### config.mk
export PLATFORM = sky130hd
export DESIGN_NAME = cmpr_block_decoder_flat
export DESIGN_NICKNAME = d
export VERILOG_FILES = /design/src/hw/rtl/cmpr_pkg.sv /design/src/hw/rtl/cmpr_stream_if.sv /design/src/hw/rtl/cmpr_palette.sv /design/src/hw/rtl/cmpr_serializer.sv /design/src/hw/rtl/cmpr_block_decoder.sv /design/src/flat_wrapper.sv
export SDC_FILE = /design/constraint.sdc
export NUM_CORES = 1
export LEC_CHECK = 0
export BUFFER_PORTS_ARGS = -buffer_cell sky130_fd_sc_hd__buf_2
export CORE_MARGIN = 2
export CORE_UTILIZATION = 40
export DETAILED_ROUTE_END_ITERATION = 6
export GPL_TIMING_DRIVEN = 0
export MAX_ROUTING_LAYER = met4
export PLACE_DENSITY = 0.63
export SLEW_MARGIN = 15
export SYNTH_ARGS = -nofsm -noshare
export SYNTH_HDL_FRONTEND = slang
export SYNTH_HIERARCHICAL = 1
export SYNTH_SLANG_ARGS = --single-unit
### constraint.sdc
create_clock -name clk -period 10.6 [get_ports clk]
set_clock_uncertainty 0.2 [all_clocks]
set_input_delay 0.53 -clock clk [delete_from_list [all_inputs] [get_ports clk]]
set_output_delay 0.53 -clock clk [all_outputs]
set_load 0.01 [all_outputs]
### src/hw/rtl/cmpr_pkg.sv
// Shared types, constants and helper functions of the CMPR block decoder.
`default_nettype none

package cmpr_pkg;

  localparam int unsigned DIM_W      = 13;
  localparam int unsigned POS_W      = 12;
  localparam int unsigned CFG_ADDR_W = 2;
  localparam int unsigned PIX_PER_BLK = 16;
  localparam int unsigned CNT_W      = $clog2(PIX_PER_BLK);

  localparam logic [CFG_ADDR_W-1:0] CFG_IMAGE_WIDTH  = 2'd0;
  localparam logic [CFG_ADDR_W-1:0] CFG_IMAGE_HEIGHT = 2'd1;

  localparam logic [7:0] ALPHA_OPAQUE = 8'd255;
  localparam logic [7:0] ALPHA_CLEAR  = 8'd0;

  typedef struct packed {
    logic [15:0]      endpoint_first;
    logic [15:0]      endpoint_second;
    logic [31:0]      index_rows;
    logic [POS_W-1:0] corner_x;
    logic [POS_W-1:0] corner_y;
  } in_item_t;

  typedef struct packed {
    logic [DIM_W-1:0] pixel_x;
    logic [DIM_W-1:0] pixel_y;
    logic [7:0]       red;
    logic [7:0]       green;
    logic [7:0]       blue;
    logic [7:0]       alpha;
    logic             visible;
    logic             last_pixel;
  } out_item_t;

  typedef struct packed {
    logic [CFG_ADDR_W-1:0] addr;
    logic [DIM_W-1:0]      wdata;
  } cfg_item_t;

  typedef struct packed {
    logic [7:0] r;
    logic [7:0] g;
    logic [7:0] b;
    logic [7:0] a;
  } rgba_t;

  // One decoded block: palette plus everything needed to place its pixels.
  typedef struct packed {
    rgba_t [3:0]      pal;
    logic [31:0]      idx;
    logic [POS_W-1:0] ox;
    logic [POS_W-1:0] oy;
  } block_t;

  typedef struct packed {
    logic [DIM_W-1:0] width;
    logic [DIM_W-1:0] height;
  } dims_t;

  function automatic logic [7:0] widen5(input logic [4:0] v);
    return {v, v[4:2]};
  endfunction

  function automatic logic [7:0] widen6(input logic [5:0] v);
    return {v, v[5:4]};
  endfunction

  // floor(s/3) for s below 2048: multiply by 683 / 2048.
  function automatic logic [7:0] div3(input logic [9:0] s);
    logic [20:0] p;
    p = 21'(s) * 21'd683;
    return p[18:11];
  endfunction

endpackage

`default_nettype wire

### src/hw/rtl/cmpr_stream_if.sv
// Valid/ready channel interface with a typed payload.
`default_nettype none

interface cmpr_stream_if #(
  parameter type payload_t = logic
) ();
  logic     valid;
  logic     ready;
  payload_t data;

  modport source (output valid, output data, input ready);
  modport sink   (input valid, input data, output ready);
endinterface

`default_nettype wire

### src/hw/rtl/cmpr_palette.sv
// Three-stage palette pipeline: endpoint expansion, channel sums, divide by three.
`default_nettype none

module cmpr_palette
  import cmpr_pkg::*;
(
  input  wire logic     clk,
  input  wire logic     rst_n,
  input  wire logic     in_valid,
  output logic          in_ready,
  input  wire in_item_t in_data,
  output logic          blk_valid,
  input  wire logic     blk_ready,
  output block_t        blk_data
);

  typedef struct packed {
    logic [2:0][7:0]  a;
    logic [2:0][7:0]  b;
    logic             four;
    logic [31:0]      idx;
    logic [POS_W-1:0] ox;
    logic [POS_W-1:0] oy;
  } s1_t;

  typedef struct packed {
    logic [2:0][7:0]  a;
    logic [2:0][7:0]  b;
    logic [2:0][9:0]  s2;
    logic [2:0][9:0]  s3;
    logic [2:0][7:0]  avg;
    logic             four;
    logic [31:0]      idx;
    logic [POS_W-1:0] ox;
    logic [POS_W-1:0] oy;
  } s2_t;

  logic   v1_r, v2_r, v3_r;
  logic   en1, en2, en3;
  s1_t    s1_r, s1_nxt;
  s2_t    s2_r, s2_nxt;
  block_t s3_r, s3_nxt;

  assign en3      = !v3_r || blk_ready;
  assign en2      = !v2_r || en3;
  assign en1      = !v1_r || en2;
  assign in_ready = en1;

  always_comb begin
    s1_nxt.a[2] = widen5(in_data.endpoint_first[15:11]);
    s1_nxt.a[1] = widen6(in_data.endpoint_first[10:5]);
    s1_nxt.a[0] = widen5(in_data.endpoint_first[4:0]);
    s1_nxt.b[2] = widen5(in_data.endpoint_second[15:11]);
    s1_nxt.b[1] = widen6(in_data.endpoint_second[10:5]);
    s1_nxt.b[0] = widen5(in_data.endpoint_second[4:0]);
    s1_nxt.four = in_data.endpoint_first > in_data.endpoint_second;
    s1_nxt.idx  = in_data.index_rows;
    s1_nxt.ox   = in_data.corner_x;
    s1_nxt.oy   = in_data.corner_y;
  end

  always_comb begin
    logic [8:0] pair;
    s2_nxt.a    = s1_r.a;
    s2_nxt.b    = s1_r.b;
    s2_nxt.four = s1_r.four;
    s2_nxt.idx  = s1_r.idx;
    s2_nxt.ox   = s1_r.ox;
    s2_nxt.oy   = s1_r.oy;
    pair        = '0;
    for (int c = 0; c < 3; c++) begin
      s2_nxt.s2[c]  = {1'b0, s1_r.a[c], 1'b0} + {2'b0, s1_r.b[c]};
      s2_nxt.s3[c]  = {2'b0, s1_r.a[c]} + {1'b0, s1_r.b[c], 1'b0};
      pair          = {1'b0, s1_r.a[c]} + {1'b0, s1_r.b[c]};
      s2_nxt.avg[c] = pair[8:1];
    end
  end

  always_comb begin
    logic [2:0][7:0] p2, p3;
    for (int c = 0; c < 3; c++) begin
      p2[c] = s2_r.four ? div3(s2_r.s2[c]) : s2_r.avg[c];
      p3[c] = s2_r.four ? div3(s2_r.s3[c]) : 8'd0;
    end
    s3_nxt.pal[0] = '{r: s2_r.a[2], g: s2_r.a[1], b: s2_r.a[0], a: ALPHA_OPAQUE};
    s3_nxt.pal[1] = '{r: s2_r.b[2], g: s2_r.b[1], b: s2_r.b[0], a: ALPHA_OPAQUE};
    s3_nxt.pal[2] = '{r: p2[2], g: p2[1], b: p2[0], a: ALPHA_OPAQUE};
    s3_nxt.pal[3] = '{r: p3[2], g: p3[1], b: p3[0],
                      a: (s2_r.four ? ALPHA_OPAQUE : ALPHA_CLEAR)};
    s3_nxt.idx    = s2_r.idx;
    s3_nxt.ox     = s2_r.ox;
    s3_nxt.oy     = s2_r.oy;
  end

  always_ff @(posedge clk) begin
    if (!rst_n) begin
      v1_r <= 1'b0;
      v2_r <= 1'b0;
      v3_r <= 1'b0;
    end else begin
      if (en1) v1_r <= in_valid;
      if (en2) v2_r <= v1_r;
      if (en3) v3_r <= v2_r;
    end
    if (en1) s1_r <= s1_nxt;
    if (en2) s2_r <= s2_nxt;
    if (en3) s3_r <= s3_nxt;
  end

  assign blk_valid = v3_r;
  assign blk_data  = s3_r;

endmodule

`default_nettype wire

### src/hw/rtl/cmpr_serializer.sv
// Block holding register and pixel emitter with registered output and clipping.
`default_nettype none

module cmpr_serializer
  import cmpr_pkg::*;
(
  input  wire logic   clk,
  input  wire logic   rst_n,
  input  wire dims_t  dims,
  input  wire logic   blk_valid,
  output logic        blk_ready,
  input  wire block_t blk_data,
  output logic        out_valid,
  input  wire logic   out_ready,
  output out_item_t   out_data
);

  block_t           blk_r;
  logic             busy_r;
  logic [CNT_W-1:0] cnt_r;
  logic             out_valid_r;
  out_item_t        out_r, out_nxt;
  logic             adv_out, emit, done, load;
  logic [1:0]       sel;
  rgba_t            col;

  assign adv_out   = !out_valid_r || out_ready;
  assign emit      = busy_r && adv_out;
  assign done      = emit && (cnt_r == CNT_W'(PIX_PER_BLK - 1));
  assign blk_ready = !busy_r || done;
  assign load      = blk_valid && blk_ready;

  // Index bits shift left as pixels go out, so the current one is on top.
  assign sel = blk_r.idx[31:30];
  assign col = blk_r.pal[sel];

  always_comb begin
    out_nxt.pixel_x    = {1'b0, blk_r.ox} + DIM_W'(cnt_r[1:0]);
    out_nxt.pixel_y    = {1'b0, blk_r.oy} + DIM_W'(cnt_r[CNT_W-1:2]);
    out_nxt.red        = col.r;
    out_nxt.green      = col.g;
    out_nxt.blue       = col.b;
    out_nxt.alpha      = col.a;
    out_nxt.visible    = (out_nxt.pixel_x < dims.width) && (out_nxt.pixel_y < dims.height);
    out_nxt.last_pixel = cnt_r == CNT_W'(PIX_PER_BLK - 1);
  end

  always_ff @(posedge clk) begin
    if (!rst_n) begin
      busy_r      <= 1'b0;
      cnt_r       <= '0;
      out_valid_r <= 1'b0;
    end else begin
      if (emit) begin
        out_valid_r <= 1'b1;
      end else if (adv_out) begin
        out_valid_r <= 1'b0;
      end
      if (load) begin
        busy_r <= 1'b1;
        cnt_r  <= '0;
      end else if (emit) begin
        cnt_r <= cnt_r + CNT_W'(1);
        if (done) busy_r <= 1'b0;
      end
    end
    if (emit) out_r <= out_nxt;
    if (load) begin
      blk_r <= blk_data;
    end else if (emit) begin
      blk_r.idx <= {blk_r.idx[29:0], 2'b00};
    end
  end

  assign out_valid = out_valid_r;
  assign out_data  = out_r;

endmodule

`default_nettype wire

### src/hw/rtl/cmpr_block_decoder.sv
// Top level of the CMPR block decoder: config registers, palette pipeline, pixel emitter.
//
// Usage:
//   in_chan  (sink): one request per 8-byte compressed block: two RGB565
//            endpoints, the 32-bit row index word and the block origin.
//   out_chan (source): sixteen pixel requests per block, row 0 first, leftmost
//            pixel first, with position, RGBA, visible and last_pixel.
//   cfg_chan (sink): register writes, always ready; index 0 is image_width,
//            index 1 image_height, other indexes are dropped. Sizes above
//            MAX_IMAGE_DIM are held as MAX_IMAGE_DIM. Write only while idle.
// Path: a request passes the three palette stages, the block register and the output
//   register before its first pixel appears.
// Throughput: the pixel emitter gives one pixel per cycle unless out_chan stalls; the
//   palette pipeline holds up to three more blocks.
// Reset (rst_n low, synchronous): pipeline and emitter empty, sizes at 4096.
// Stall: when out_chan.ready is low the output register holds its pixel, the
//   emitter and the palette stages hold, and in_chan.ready drops once all
//   palette stages are full. Nothing is lost or repeated.
`default_nettype none

module cmpr_block_decoder
  import cmpr_pkg::*;
#(
  parameter int unsigned MAX_IMAGE_DIM = 4096
) (
  input  wire logic     clk,
  input  wire logic     rst_n,
  cmpr_stream_if.sink   in_chan,
  cmpr_stream_if.source out_chan,
  cmpr_stream_if.sink   cfg_chan
);

  dims_t  dims_r;
  logic   blk_valid, blk_ready;
  block_t blk_data;
  logic   cfg_fire;

  // Clip a written size to the supported maximum.
  function automatic logic [DIM_W-1:0] dim_clamp(input logic [DIM_W-1:0] v);
    return (32'(v) > 32'(MAX_IMAGE_DIM)) ? DIM_W'(MAX_IMAGE_DIM) : v;
  endfunction

  // Configuration writes are always taken.
  assign cfg_chan.ready = 1'b1;
  assign cfg_fire       = cfg_chan.valid;

  always_ff @(posedge clk) begin
    if (!rst_n) begin
      dims_r.width  <= dim_clamp(DIM_W'(4096));
      dims_r.height <= dim_clamp(DIM_W'(4096));
    end else if (cfg_fire) begin
      unique case (cfg_chan.data.addr)
        CFG_IMAGE_WIDTH:  dims_r.width  <= dim_clamp(cfg_chan.data.wdata);
        CFG_IMAGE_HEIGHT: dims_r.height <= dim_clamp(cfg_chan.data.wdata);
        default: ;
      endcase
    end
  end

  // Build the four-entry palette over three stages.
  cmpr_palette u_palette (
    .clk       (clk),
    .rst_n     (rst_n),
    .in_valid  (in_chan.valid),
    .in_ready  (in_chan.ready),
    .in_data   (in_chan.data),
    .blk_valid (blk_valid),
    .blk_ready (blk_ready),
    .blk_data  (blk_data)
  );

  // Emit sixteen pixels per block, one per cycle while the output is not stalled.
  cmpr_serializer u_serializer (
    .clk       (clk),
    .rst_n     (rst_n),
    .dims      (dims_r),
    .blk_valid (blk_valid),
    .blk_ready (blk_ready),
    .blk_data  (blk_data),
    .out_valid (out_chan.valid),
    .out_ready (out_chan.ready),
    .out_data  (out_chan.data)
  );

  // Reset empties the output register.
  a_reset_empty: assert property (@(posedge clk) !rst_n |=> !out_chan.valid)
    else $error("output valid after reset");

  // Stored sizes never exceed the supported maximum.
  a_width_clamped: assert property (@(posedge clk) disable iff (!rst_n)
    32'(dims_r.width) <= 32'(MAX_IMAGE_DIM))
    else $error("image width above maximum");

  a_height_clamped: assert property (@(posedge clk) disable iff (!rst_n)
    32'(dims_r.height) <= 32'(MAX_IMAGE_DIM))
    else $error("image height above maximum");

endmodule

`default_nettype wire

### src/flat_wrapper.sv
// flat-port wrapper written by rule: the top's interface ports become plain ports
module cmpr_block_decoder_flat import cmpr_pkg::*;
#(
  parameter int unsigned MAX_IMAGE_DIM = 4096
)
  (clk, rst_n, in_chan_valid, in_chan_data, in_chan_ready, out_chan_valid, out_chan_data, out_chan_ready, cfg_chan_valid, cfg_chan_data, cfg_chan_ready);
  cmpr_stream_if #(.payload_t(in_item_t)) in_chan_i ();
  cmpr_stream_if #(.payload_t(out_item_t)) out_chan_i ();
  cmpr_stream_if #(.payload_t(cfg_item_t)) cfg_chan_i ();
  input  wire logic clk;
  input  wire logic rst_n;
  input wire logic [$bits(in_chan_i.valid)-1:0] in_chan_valid;
  input wire logic [$bits(in_chan_i.data)-1:0] in_chan_data;
  output wire logic [$bits(in_chan_i.ready)-1:0] in_chan_ready;
  output wire logic [$bits(out_chan_i.valid)-1:0] out_chan_valid;
  output wire logic [$bits(out_chan_i.data)-1:0] out_chan_data;
  input wire logic [$bits(out_chan_i.ready)-1:0] out_chan_ready;
  input wire logic [$bits(cfg_chan_i.valid)-1:0] cfg_chan_valid;
  input wire logic [$bits(cfg_chan_i.data)-1:0] cfg_chan_data;
  output wire logic [$bits(cfg_chan_i.ready)-1:0] cfg_chan_ready;
  assign in_chan_i.valid = in_chan_valid;
  assign in_chan_i.data = in_chan_data;
  assign in_chan_ready = in_chan_i.ready;
  assign out_chan_valid = out_chan_i.valid;
  assign out_chan_data = out_chan_i.data;
  assign out_chan_i.ready = out_chan_ready;
  assign cfg_chan_i.valid = cfg_chan_valid;
  assign cfg_chan_i.data = cfg_chan_data;
  assign cfg_chan_ready = cfg_chan_i.ready;
  cmpr_block_decoder #(.MAX_IMAGE_DIM(MAX_IMAGE_DIM)) u_core (.clk(clk), .rst_n(rst_n), .in_chan(in_chan_i), .out_chan(out_chan_i), .cfg_chan(cfg_chan_i));
endmodule
======== Word-level counts from Yosys, hierarchy flattened ========
Index checks and enable logic that the tools add are counted.
operators by class
  add/subtract/negate cells ............... 12
  multipliers ............................. 6
  divide/modulo/power cells ............... 0
  order comparisons ....................... 5
  equal/unequal tests ..................... 2
  shifts and indexed selects .............. 0
  multiplexer cells ....................... 14
  bitwise logic cells ..................... 1
  reductions and logical operators ........ 22
operators with widths
  kind                      count
  $mul A10 B10 Y19 const B  6
  $mux W32                  3
  $bmux W32 S2              1
  $mux W8                   4
  $add A8 B9 Y10            3
  $add A9 B8 Y10            3
  $add A8 B8 Y9             3
  $add A12 B2 Y13           2
  $lt A13 B13 Y1            2
  $gt A16 B16 Y1            1
  $gt A13 B13 Y1 const B    1
  $mux W13                  1
  $reduce_and A2 Y1         3
  $reduce_bool A2 Y1        3
  $logic_not A1 Y1          5
  $logic_or A1 B1 Y1        5
  $mux W1                   5
  $add A4 B1 Y4 const B     1
  $eq A4 B4 Y1 const B      1
  $logic_and A1 B1 Y1       4
  $lt A2 B3 Y1 const B      1
  $eq A2 B1 Y1 const B      1
  $logic_not A2 Y1          1
  $reduce_or A2 Y1          1
  $not A1 Y1                1
storage, ports and cells
  flip-flop bits (word level) ............. 709
  latch bits .............................. 0
  RAM bits ................................ 0
  memory bits (read-only) ................. 0
  output and inout bits ................... 63
  logic and storage cells ................. 139
  memories kept ........................... 0

======== Logic depth before layout (Yosys ltp) ========
Gate-level depths: netlist (run 1).
  word-level depth ........................ 8
  mapped depth ............................ 17
  depth with buffers taken out ............ 16

======== By module ========
The synthesis (run 1) kept the hierarchy.
by module, submodules not included
  module              instances  cells each  area an instance (um2)
  cmpr_palette        1          1962        25464.4
  cmpr_serializer     1          494         9883.2
  cmpr_block_decoder  1          103         1048.5

======== Worst setup path before layout (run 1) ========
OpenSTA, ideal clock, no wires.
  kind .................................... in2reg
  from .................................... in out_chan_ready
  to ...................................... reg u_core/u_palette/s2_r[0] (netlist name), enable pin
  setup time .............................. 1.372 ns
  arrival ................................. 3.815 ns
  required time ........................... 9.028 ns
  setup slack ............................. 5.213 ns
  stages .................................. 4
  path buffers ............................ 0
  path through ............................ nor2b_2 -> o21ai_4 -> nor2b_1 -> nand2_1
between the ends
  word-level cells in the longest chain between the ends .. 6
RTL lines
  item                      RTL line                  source
  from (decl)               flat_wrapper.sv:17        input wire logic [$bits(out_chan_i.ready)-1:0] out_chan_ready;
  $logic_or A1 B1 Y1        cmpr_serializer.sv:27     assign adv_out = !out_valid_r || out_ready;
  $logic_and A1 B1 Y1       cmpr_serializer.sv:28     assign emit = busy_r && adv_out;
  $logic_and A1 B1 Y1       cmpr_serializer.sv:29     assign done = emit && (cnt_r == CNT_W'(PIX_PER_BLK - 1));
  $logic_or A1 B1 Y1        cmpr_serializer.sv:30     assign blk_ready = !busy_r || done;
  via u_core.blk_ready      cmpr_block_decoder.sv:34  logic blk_valid, blk_ready;
  $logic_or A1 B1 Y1        cmpr_palette.sv:44        assign en3 = !v3_r || blk_ready;
  $logic_or A1 B1 Y1        cmpr_palette.sv:45        assign en2 = !v2_r || en3;
  via u_core.u_palette.en2  cmpr_palette.sv:39        logic en1, en2, en3;
  to (signal assigned)      cmpr_palette.sv:106       if (en2) s2_r <= s2_nxt;
  to (decl)                 cmpr_palette.sv:41        s2_t s2_r, s2_nxt;
The timed path passes the listed nets, and every way through them passes these cells.
A chain may end at the register's enable or synchronous reset.

==> results of run 1 <==
==> final cells by class <==
type	count	area [µm²]	share of cell area
sequential	672	19800	0.467
multi-input combinational	1472	14800	0.349
timing repair buffer	268	1970	0.0464
clock inverter	51	618	0.0146
inverter	356	1350	0.0318
tap	1176	1470	0.0347
buffer	82	532	0.0125
clock buffer	81	1870	0.0440
==> per-layer routing <==
layer  global-route usage  wire length (µm)
met1                0.219             33700
met2                0.283             37400
met3               0.0274              3390
met4               0.0459              1930
met5                    -                 0
==> worst register-to-register path, stage by stage (launching register included) <==
cell and delay (ps):
edfxtp_1 490, ha_1 360, ha_1 280, inv_1 60, fa_1 540, inv_1 60
fa_1 490, inv_1 50, fa_1 500, inv_1 40, ha_1 320, a21o_1 190
and4_1 200, o21ai_0 590, a21oi_1 210, mux2i_1 210, o311ai_0 340
==> sequential cells by signal, summed over array words and instances, names as in the netlist <==
| register | cells |
|---|---|
| u_core/u_serializer/cnt_r | 4 |
| u_core/u_serializer/out_data | 60 |
| u_core/u_serializer/out_valid | 1 |
| u_core/u_palette/v1_r | 1 |
| u_core/u_palette/blk_data | 137 |
| u_core/u_palette/blk_valid | 1 |
| u_core/u_palette/v2_r | 1 |
| u_core/u_palette/s1_r | 89 |
| u_core/u_serializer/busy_r | 1 |
| u_core/dims_r | 26 |
| u_core/u_serializer/blk_r | 184 |
| u_core/u_palette/s2_r | 167 |
==> logic make-up after synthesis <==
group / count (synthesis)
xor+xnor: 108
mux: 104
other cells: 2
flops: 672
simple gates: 347
buf+inv: 438
compound gates: 310
fa+ha+maj: 578
==> cells in the final DEF (no fill, tap or decap), drive strengths merged, types with 15 or more instances in the layout <==
master / n
a21boi: 19
a21o: 50
a21oi: 71
buf: 239
clkbuf: 101
clkinv: 39
conb: 25
dfxtp: 35
dlygate4sd3: 91
edfxtp: 637
fa: 137
ha: 441
inv: 357
mux2: 38
mux2i: 34
mux4: 32
nand2: 96
nand3: 31
nand3b: 15
nand4: 21
nor2: 77
nor2b: 27
nor3: 17
o21a: 22
o21ai: 55
xnor2: 84
xor2: 24
==> worst max-delay path by stage <==
| stage | to | startpoint |
|---|---|---|
| after floorplan | u_core/u_palette/s2_r[0] | out_chan_ready |
| after global placement | u_core/u_palette/s2_r[154] | out_chan_ready |
| after detailed placement | u_core/u_palette/blk_data[149] | u_core/u_palette/s2_r[136] |
| after CTS | u_core/u_palette/blk_data[149] | u_core/u_palette/s2_r[136] |
| after global routing | u_core/u_palette/blk_data[150] | u_core/u_palette/s2_r[136] |
| final | u_core/u_palette/blk_data[150] | u_core/u_palette/s2_r[136] |
==> power groups by stage <==
stage / clock [mW] / combinational, mW / sequential [mW]
after global placement: 0 / 5.90 / 3.42
after detailed placement: 0 / 6.06 / 3.42
after global routing: 2.78 / 7.06 / 3.39
final: 2.60 / 6.13 / 3.36
after floorplan: 0 / 4.62 / 3.36
after CTS: 2.67 / 6.17 / 3.37
==> insert_results.sql, run 1 <==
INSERT INTO impl_metrics (metric_group, metric, value, unit) VALUES
('synth', 'post_synth_most_frequent_cells', '637 x edfxtp_1, 441 x ha_1, 356 x inv_1', ''),
('placement', 'io_buffers', '169', ''),
('clock_tree', 'resized_cells_post_cts', '0', ''),
('grt', 'globalRouteTotalUtil', '0.171', ''),
('clock_tree', 'post_cts.repair.setup_buffers', '0', ''),
('placement', 'dp_cells', '3935', ''),
('placement', 'finalWeightedCongestion', '0.908', ''),
('power', 'power_per_cell_area', '285', 'nW/µm²'),
('cells_and_area', 'drive_above_1_share', '0.146', ''),
('worst_setup_path', 'r2r_setup_slack', '5070', 'ps'),
('cells_and_area', 'post_layout_nonfiller_instances', '4158', ''),
('power', 'net-switching-power', '4.66', 'mW'),
('clock_tree', 'worst_setup_hold_path_clk_slew', '60', 'ps'),
('sta', 'minimum_hold_slack', '38.7', 'ps'),
('clock_tree', 'cts-hold-fix-buffers', '91', ''),
('grt', 'pin_count_of_the_biggest_net_entering_global_routing', '79', ''),
('floorplanning', 'die_y', '306', 'µm'),
('sta', 'final.period_utilization', '0.522', ''),
('synth', 'main_combinational_cell_family_by_area_after_synthesis', 'adder cells', ''),
('power', 'power_frac_comb', '0.507', ''),
('power', 'clkPwrFrac', '0.215', ''),
('synth', 'ys_seq_area_frac', '0.545', ''),
('placement', 'place.detailed.hpwl', '58000', 'µm'),
('job', 'cap_violations', '0', ''),
('synth', 'number_of_instances_in_the_synthesized_netlist', '2559', ''),
('synth', 'synth-edff-count', '637', ''),
('clock_tree', 'cts_max_level', '3', ''),
('worst_setup_path', 'data_arrival_time_of_the_critical_path', '5560', 'ps'),
('power', 'totalPowerFinal', '12.1', 'mW'),
('status', 'outcome', 'finished, final reports clean', ''),
('route', 'wl_per_cell', '18.4', 'µm'),
('placement', 'place_worst_setup_slack', '5080', 'ps'),
('worst_setup_path', 'worst-path-buf-inv', '4', ''),
('floorplanning', 'num_io_pins', '171', ''),
('power', 'sw_frac_of_total', '0.385', ''),
('worst_setup_path', 'setup.worst_path.end_class', 'flop', ''),
('synth', 'dominant_synthesized_flop_cell', 'edfxtp_1', ''),
('sta', 'finalSetupViolations', '0', ''),
('synth', 'synthDominantCellAreaShare', '0.526', ''),
('power', 'seq_power_share', '0.278', ''),
('cells_and_area', 'finish.instance_area', '42500', 'µm²'),
('synth', 'synth_area_leaders', 'edfxtp_1 53%, ha_1 15%, fa_1 7.5%', ''),
('cells_and_area', 'n_fill_cell', '7824', ''),
('cells_and_area', 'n_antenna_cell', '0', ''),
('route', 'detail-route-antenna-nets', '0', ''),
('route', 'wirelength', '76400', 'µm'),
('worst_setup_path', 'worst-r2r-cell-count', '16', ''),
('route', 'num_vias', '20800', ''),
('worst_setup_path', 'worstSetupPathDepth', '16', ''),
('clock_tree', 'clk-insertion-delay-late', '620', 'ps'),
('grt', 'grt_antenna_before_repair', '3', ''),
('floorplanning', 'core.rowCount', '110', ''),
('clock_tree', 'cts_inserted_buffers', '73', ''),
('synth', 'yosys.cell_count.top_type', 'edfxtp_1', ''),
('sta', 'slew_violations', '0', ''),
('cells_and_area', 'final_net_count', '3611', ''),
('synth', 'yosys.cell_types.count', '78', ''),
('synth', 'flops_latches_synth', '672', ''),
('worst_setup_path', 'timing.critical_path.required', '10630', 'ps'),
('floorplanning', 'die_w', '306', 'µm'),
('worst_setup_path', 'critical_path_peak_fanout', '4', ''),
('worst_setup_path', 'cpMaxStageDelayCell', 'o21ai_0', ''),
('route', 'viasPerCell', '5.01', ''),
('worst_hold_path', 'holdCritStartpoint', 'cfg_chan_data[9]', ''),
('worst_setup_path', 'critical-path-top-delay-family', 'adder cells', ''),
('worst_setup_path', 'path_common_cell', 'inv_1', ''),
('power', 'internal_power', '7.43', 'mW'),
('worst_setup_path', 'timing.rr.end', 'u_core/u_palette/blk_data[150]', ''),
('floorplanning', 'die_area', '93400', 'µm²'),
('power', 'ir_drop', '0.223', 'mV'),
('clock_tree', 'clk_tree_root_cell', 'clkbuf_16', '');
Power figures use the tool's default switching activity.
==> run 2, diff against run 1 <==
Settings changed: PLACE_DENSITY 0.63 to 0.65.
Clock period 10.6 ns to 4.8 ns, I/O delays scaled along.
==> run 2 against run 1 <==
The flow now finishes with violations (setup timing). Non-clock buffer count is 95 higher. Utilization is 2.1 points higher. Final area is 4.4% higher. Total power is 150% higher. Die area stayed put. Setup slack worse by 5200 ps. Routed wire length is 0.21% higher. Register-to-register slack worse by 5200 ps. Count of clock-buffer cells in the layout is 1 higher. Global-route usage is 0.40 points lower. Sequential cell count stayed put.
==> insert_results.sql, run 2 (synthesized netlist as in run 1, its figures left out) <==
INSERT INTO impl_metrics (metric_group, metric, value, unit) VALUES
('floorplanning', 'floorplan.core_area', '90100', 'µm²'),
('sta', 'min_period', '4880', 'ps'),
('cells_and_area', 'flip_flop_count_of_the_largest_register_all_copies_and_words_added', '184', ''),
('sta', 'setup_ws', '-81.2', 'ps'),
('worst_setup_path', 'worst-path-buf-inv', '2', ''),
('sta', 'slew_violations', '0', ''),
('route', 'route.met2.wl', '37500', 'µm'),
('floorplanning', 'die_y', '306', 'µm'),
('cells_and_area', 'n_antenna_cell', '0', ''),
('cells_and_area', 'layout_common_cells', '637 x edfxtp_1, 370 x ha_1, 343 x inv_1', ''),
('clock_tree', 'clock_net_sink_count', '672', ''),
('floorplanning', 'num_io_pins', '171', ''),
('route', 'detail-route-antenna-nets', '0', ''),
('route', 'wirelength', '76600', 'µm'),
('clock_tree', 'cts_max_level', '3', ''),
('route', 'viasPerCell', '4.94', ''),
('cells_and_area', 'area_growth', '21.8', '%'),
('clock_tree', 'cts_inserted_buffers', '72', ''),
('cells_and_area', 'final_net_count', '3705', ''),
('worst_setup_path', 'setup.worst_path.start_class', 'flop', ''),
('floorplanning', 'floorplan.initialDensity', '0.404', ''),
('sta', 'max-slew-margin-rel', '0.317', ''),
('worst_setup_path', 'r2r_setup_slack', '-80', 'ps'),
('worst_setup_path', 'critical-path-top-delay-family', 'adder cells', ''),
('floorplanning', 'die_area', '93400', 'µm²'),
('clock_tree', 'clk_tree_root_cell', 'clkbuf_16', ''),
('cells_and_area', 'layout_commonest_cell', 'edfxtp_1', ''),
('cells_and_area', 'registers.top_by_ff_count', 'u_core/u_serializer/blk_r', ''),
('floorplanning', 'core.rowCount', '110', ''),
('status', 'failed_checks', 'setup timing', ''),
('sta', 'fmax', '205', 'MHz'),
('route', 'met3WireLength', '2670', 'µm'),
('job', 'cap_violations', '0', ''),
('placement', 'io_buffers', '169', ''),
('grt', 'grt_antenna_before_repair', '2', ''),
('route', 'drtPass1Iterations', '5', ''),
('route', 'wl_per_cell', '18.0', 'µm'),
('worst_setup_path', 'critical_path_peak_fanout', '5', ''),
('clock_tree', 'clk-insertion-delay-late', '610', 'ps'),
('placement', 'place.detailed.hpwl', '55000', 'µm'),
('worst_setup_path', 'critical_path.reg2reg.startpoint', 'u_core/u_palette/s2_r[124]', ''),
('sta', 'final-hold-violation-count', '0', ''),
('placement', 'finalWeightedCongestion', '0.856', ''),
('grt', 'total_global_routing_overflow', '0', ''),
('sta', 'max_slew.worst_pin.slew', '1020', 'ps'),
('worst_setup_path', 'worst-r2r-cell-count', '14', ''),
('floorplanning', 'die_w', '306', 'µm'),
('power', 'power_per_cell_area', '674', 'nW/µm²'),
('sta', 'finalSetupViolations', '3', ''),
('worst_setup_path', 'setup.worst_path.end_class', 'flop', ''),
('worst_setup_path', 'timing.critical_path.required', '4950', 'ps'),
('power', 'leakage_component_of_the_power', '18.8', 'nW'),
('sta', 'final.period_utilization', '1.02', ''),
('grt', 'pin_count_of_the_biggest_net_entering_global_routing', '93', ''),
('route', 'drt_drc_violations_left', '0', ''),
('sta', 'rsz0062_at_grt', 'yes', ''),
('sta', 'minimum_hold_slack', '118', 'ps'),
('route', 'drtIter0Drc', '1198', ''),
('worst_setup_path', 'criticalPathCategory', 'flop to flop', ''),
('route', 'num_vias', '21000', ''),
('clock_tree', 'cts.path.max_buffers', '3', ''),
('worst_setup_path', 'worstSetupPathDepth', '14', ''),
('worst_setup_path', 'crit_path_cell_trace', 'ha_4, inv_2, fa_1, fa_1, inv_1, fa_1, ha_4, ha_4, a41o_1, a221oi_4, nor2b_2, or3_4, xor2_2, mux2_4', ''),
('placement', 'place_worst_setup_slack', '-677', 'ps'),
('worst_setup_path', 'crit_start', 'u_core/u_palette/s2_r[124]', ''),
('route', 'route.layer.met1.wl', '34700', 'µm'),
('worst_setup_path', 'cpMaxStageDelayCell', 'fa_1', ''),
('route', 'top_layer_used', 'met4', ''),
('worst_setup_path', 'timing.rr.end', 'u_core/u_palette/blk_data[139]', ''),
('power', 'ir_drop', '0.390', 'mV'),
('grt', 'grt_pass1_wl', '118000', 'µm'),
('grt', 'globalRouteTotalUtil', '0.167', ''),
('clock_tree', 'worst_setup_hold_path_clk_slew', '60', 'ps'),
('grt', 'grt_pass1_vias', '21400', ''),
('worst_setup_path', 'data_arrival_time_of_the_critical_path', '5030', 'ps'),
('worst_setup_path', 'crit_path_max_incr_delay', '500', 'ps'),
('cells_and_area', 'drive_above_1_share', '0.209', ''),
('status', 'outcome', 'finished, violations left', ''),
('worst_setup_path', 'crit_path_end', 'u_core/u_palette/blk_data[139]', ''),
('worst_hold_path', 'hold_class', 'primary input to flop', ''),
('clock_tree', 'tritoncts', 'done', '');
[run 2: power breakdown]
group / leakage (nW) / switching (mW) / internal, mW / total (mW)
clock: 1.12 / 2.27 / 3.23 / 5.51
combinational: 11.0 / 8.99 / 7.96 / 16.9
sequential: 6.70 / 0.266 / 7.14 / 7.41
total: 18.8 / 11.5 / 18.3 / 29.9
[run 2: per-layer routing]
| metal | up-vias | GRT usage |
|---|---|---|
| li1 | 10100 | - |
| met1 | 10400 | 0.217 |
| met2 | 377 | 0.277 |
| met3 | 100 | 0.0228 |
| met4 | 0 | 0.0433 |
| met5 | - | - |
[run 2: how the worst min path moves through the flow]
stage,start,end,slack (ps),cells after the start
after CTS,cfg_chan_valid,u_core/dims_r[6],50,4
after floorplan,in_chan_data[0],u_core/u_palette/s1_r[0],140,0
final,cfg_chan_valid,u_core/dims_r[2],120,4
after global placement,u_core/u_palette/s2_r[26],u_core/u_palette/blk_data[26],200,0
after global routing,in_chan_data[34],u_core/u_palette/s1_r[34],120,2
after detailed placement,u_core/u_palette/s2_r[150],u_core/u_palette/blk_data[105],200,0
[run 2: layout make-up]
| class | instances | area [µm²] |
|---|---|---|
| fill | 7585 | 45800 |
| sequential | 672 | 19800 |
| multi-input combinational | 1472 | 16100 |
| timing repair buffer | 365 | 2750 |
| clock buffer | 82 | 1860 |
| tap | 1176 | 1470 |
| inverter | 356 | 1350 |
| buffer | 80 | 523 |
| clock inverter | 44 | 482 |
[run 2: metrics by stage]
step | power [mW] | TNS (ps) | util | cells | cell area [µm²]
6_report | 29.9 | -88.4 | 0.492 | 4247 | 44300
3_5_place_dp | 20.7 | -11130 | 0.433 | 3933 | 39000
3_3_place_gp | 20.6 | -583280 | 0.431 | 3927 | 38800
5_1_grt | 32.4 | -782 | 0.492 | 4247 | 44300
2_1_floorplan | 17.6 | 0 | - | 2582 | 36500
4_1_cts | 28.0 | -96.6 | 0.481 | 4208 | 43400
[run 2: timing repair]
action	in CTS	in global routing
resized for setup	86	95
setup endpoints to repair	43	39
gates cloned	0	0
pin swaps	42	79
buffers inserted	39	40
hold buffers	111	0
hold endpoints to repair	123	0
[run 2: worst reg2reg max path: stages (launching register included)]
cell and delay (ps):
edfxtp_1 470, ha_4 320, inv_2 50, fa_1 500, fa_1 500, inv_1 50, fa_1 500, ha_4 300
ha_4 190, a41o_1 260, a221oi_4 340, nor2b_2 100, or3_4 420, xor2_2 160, mux2_4 260
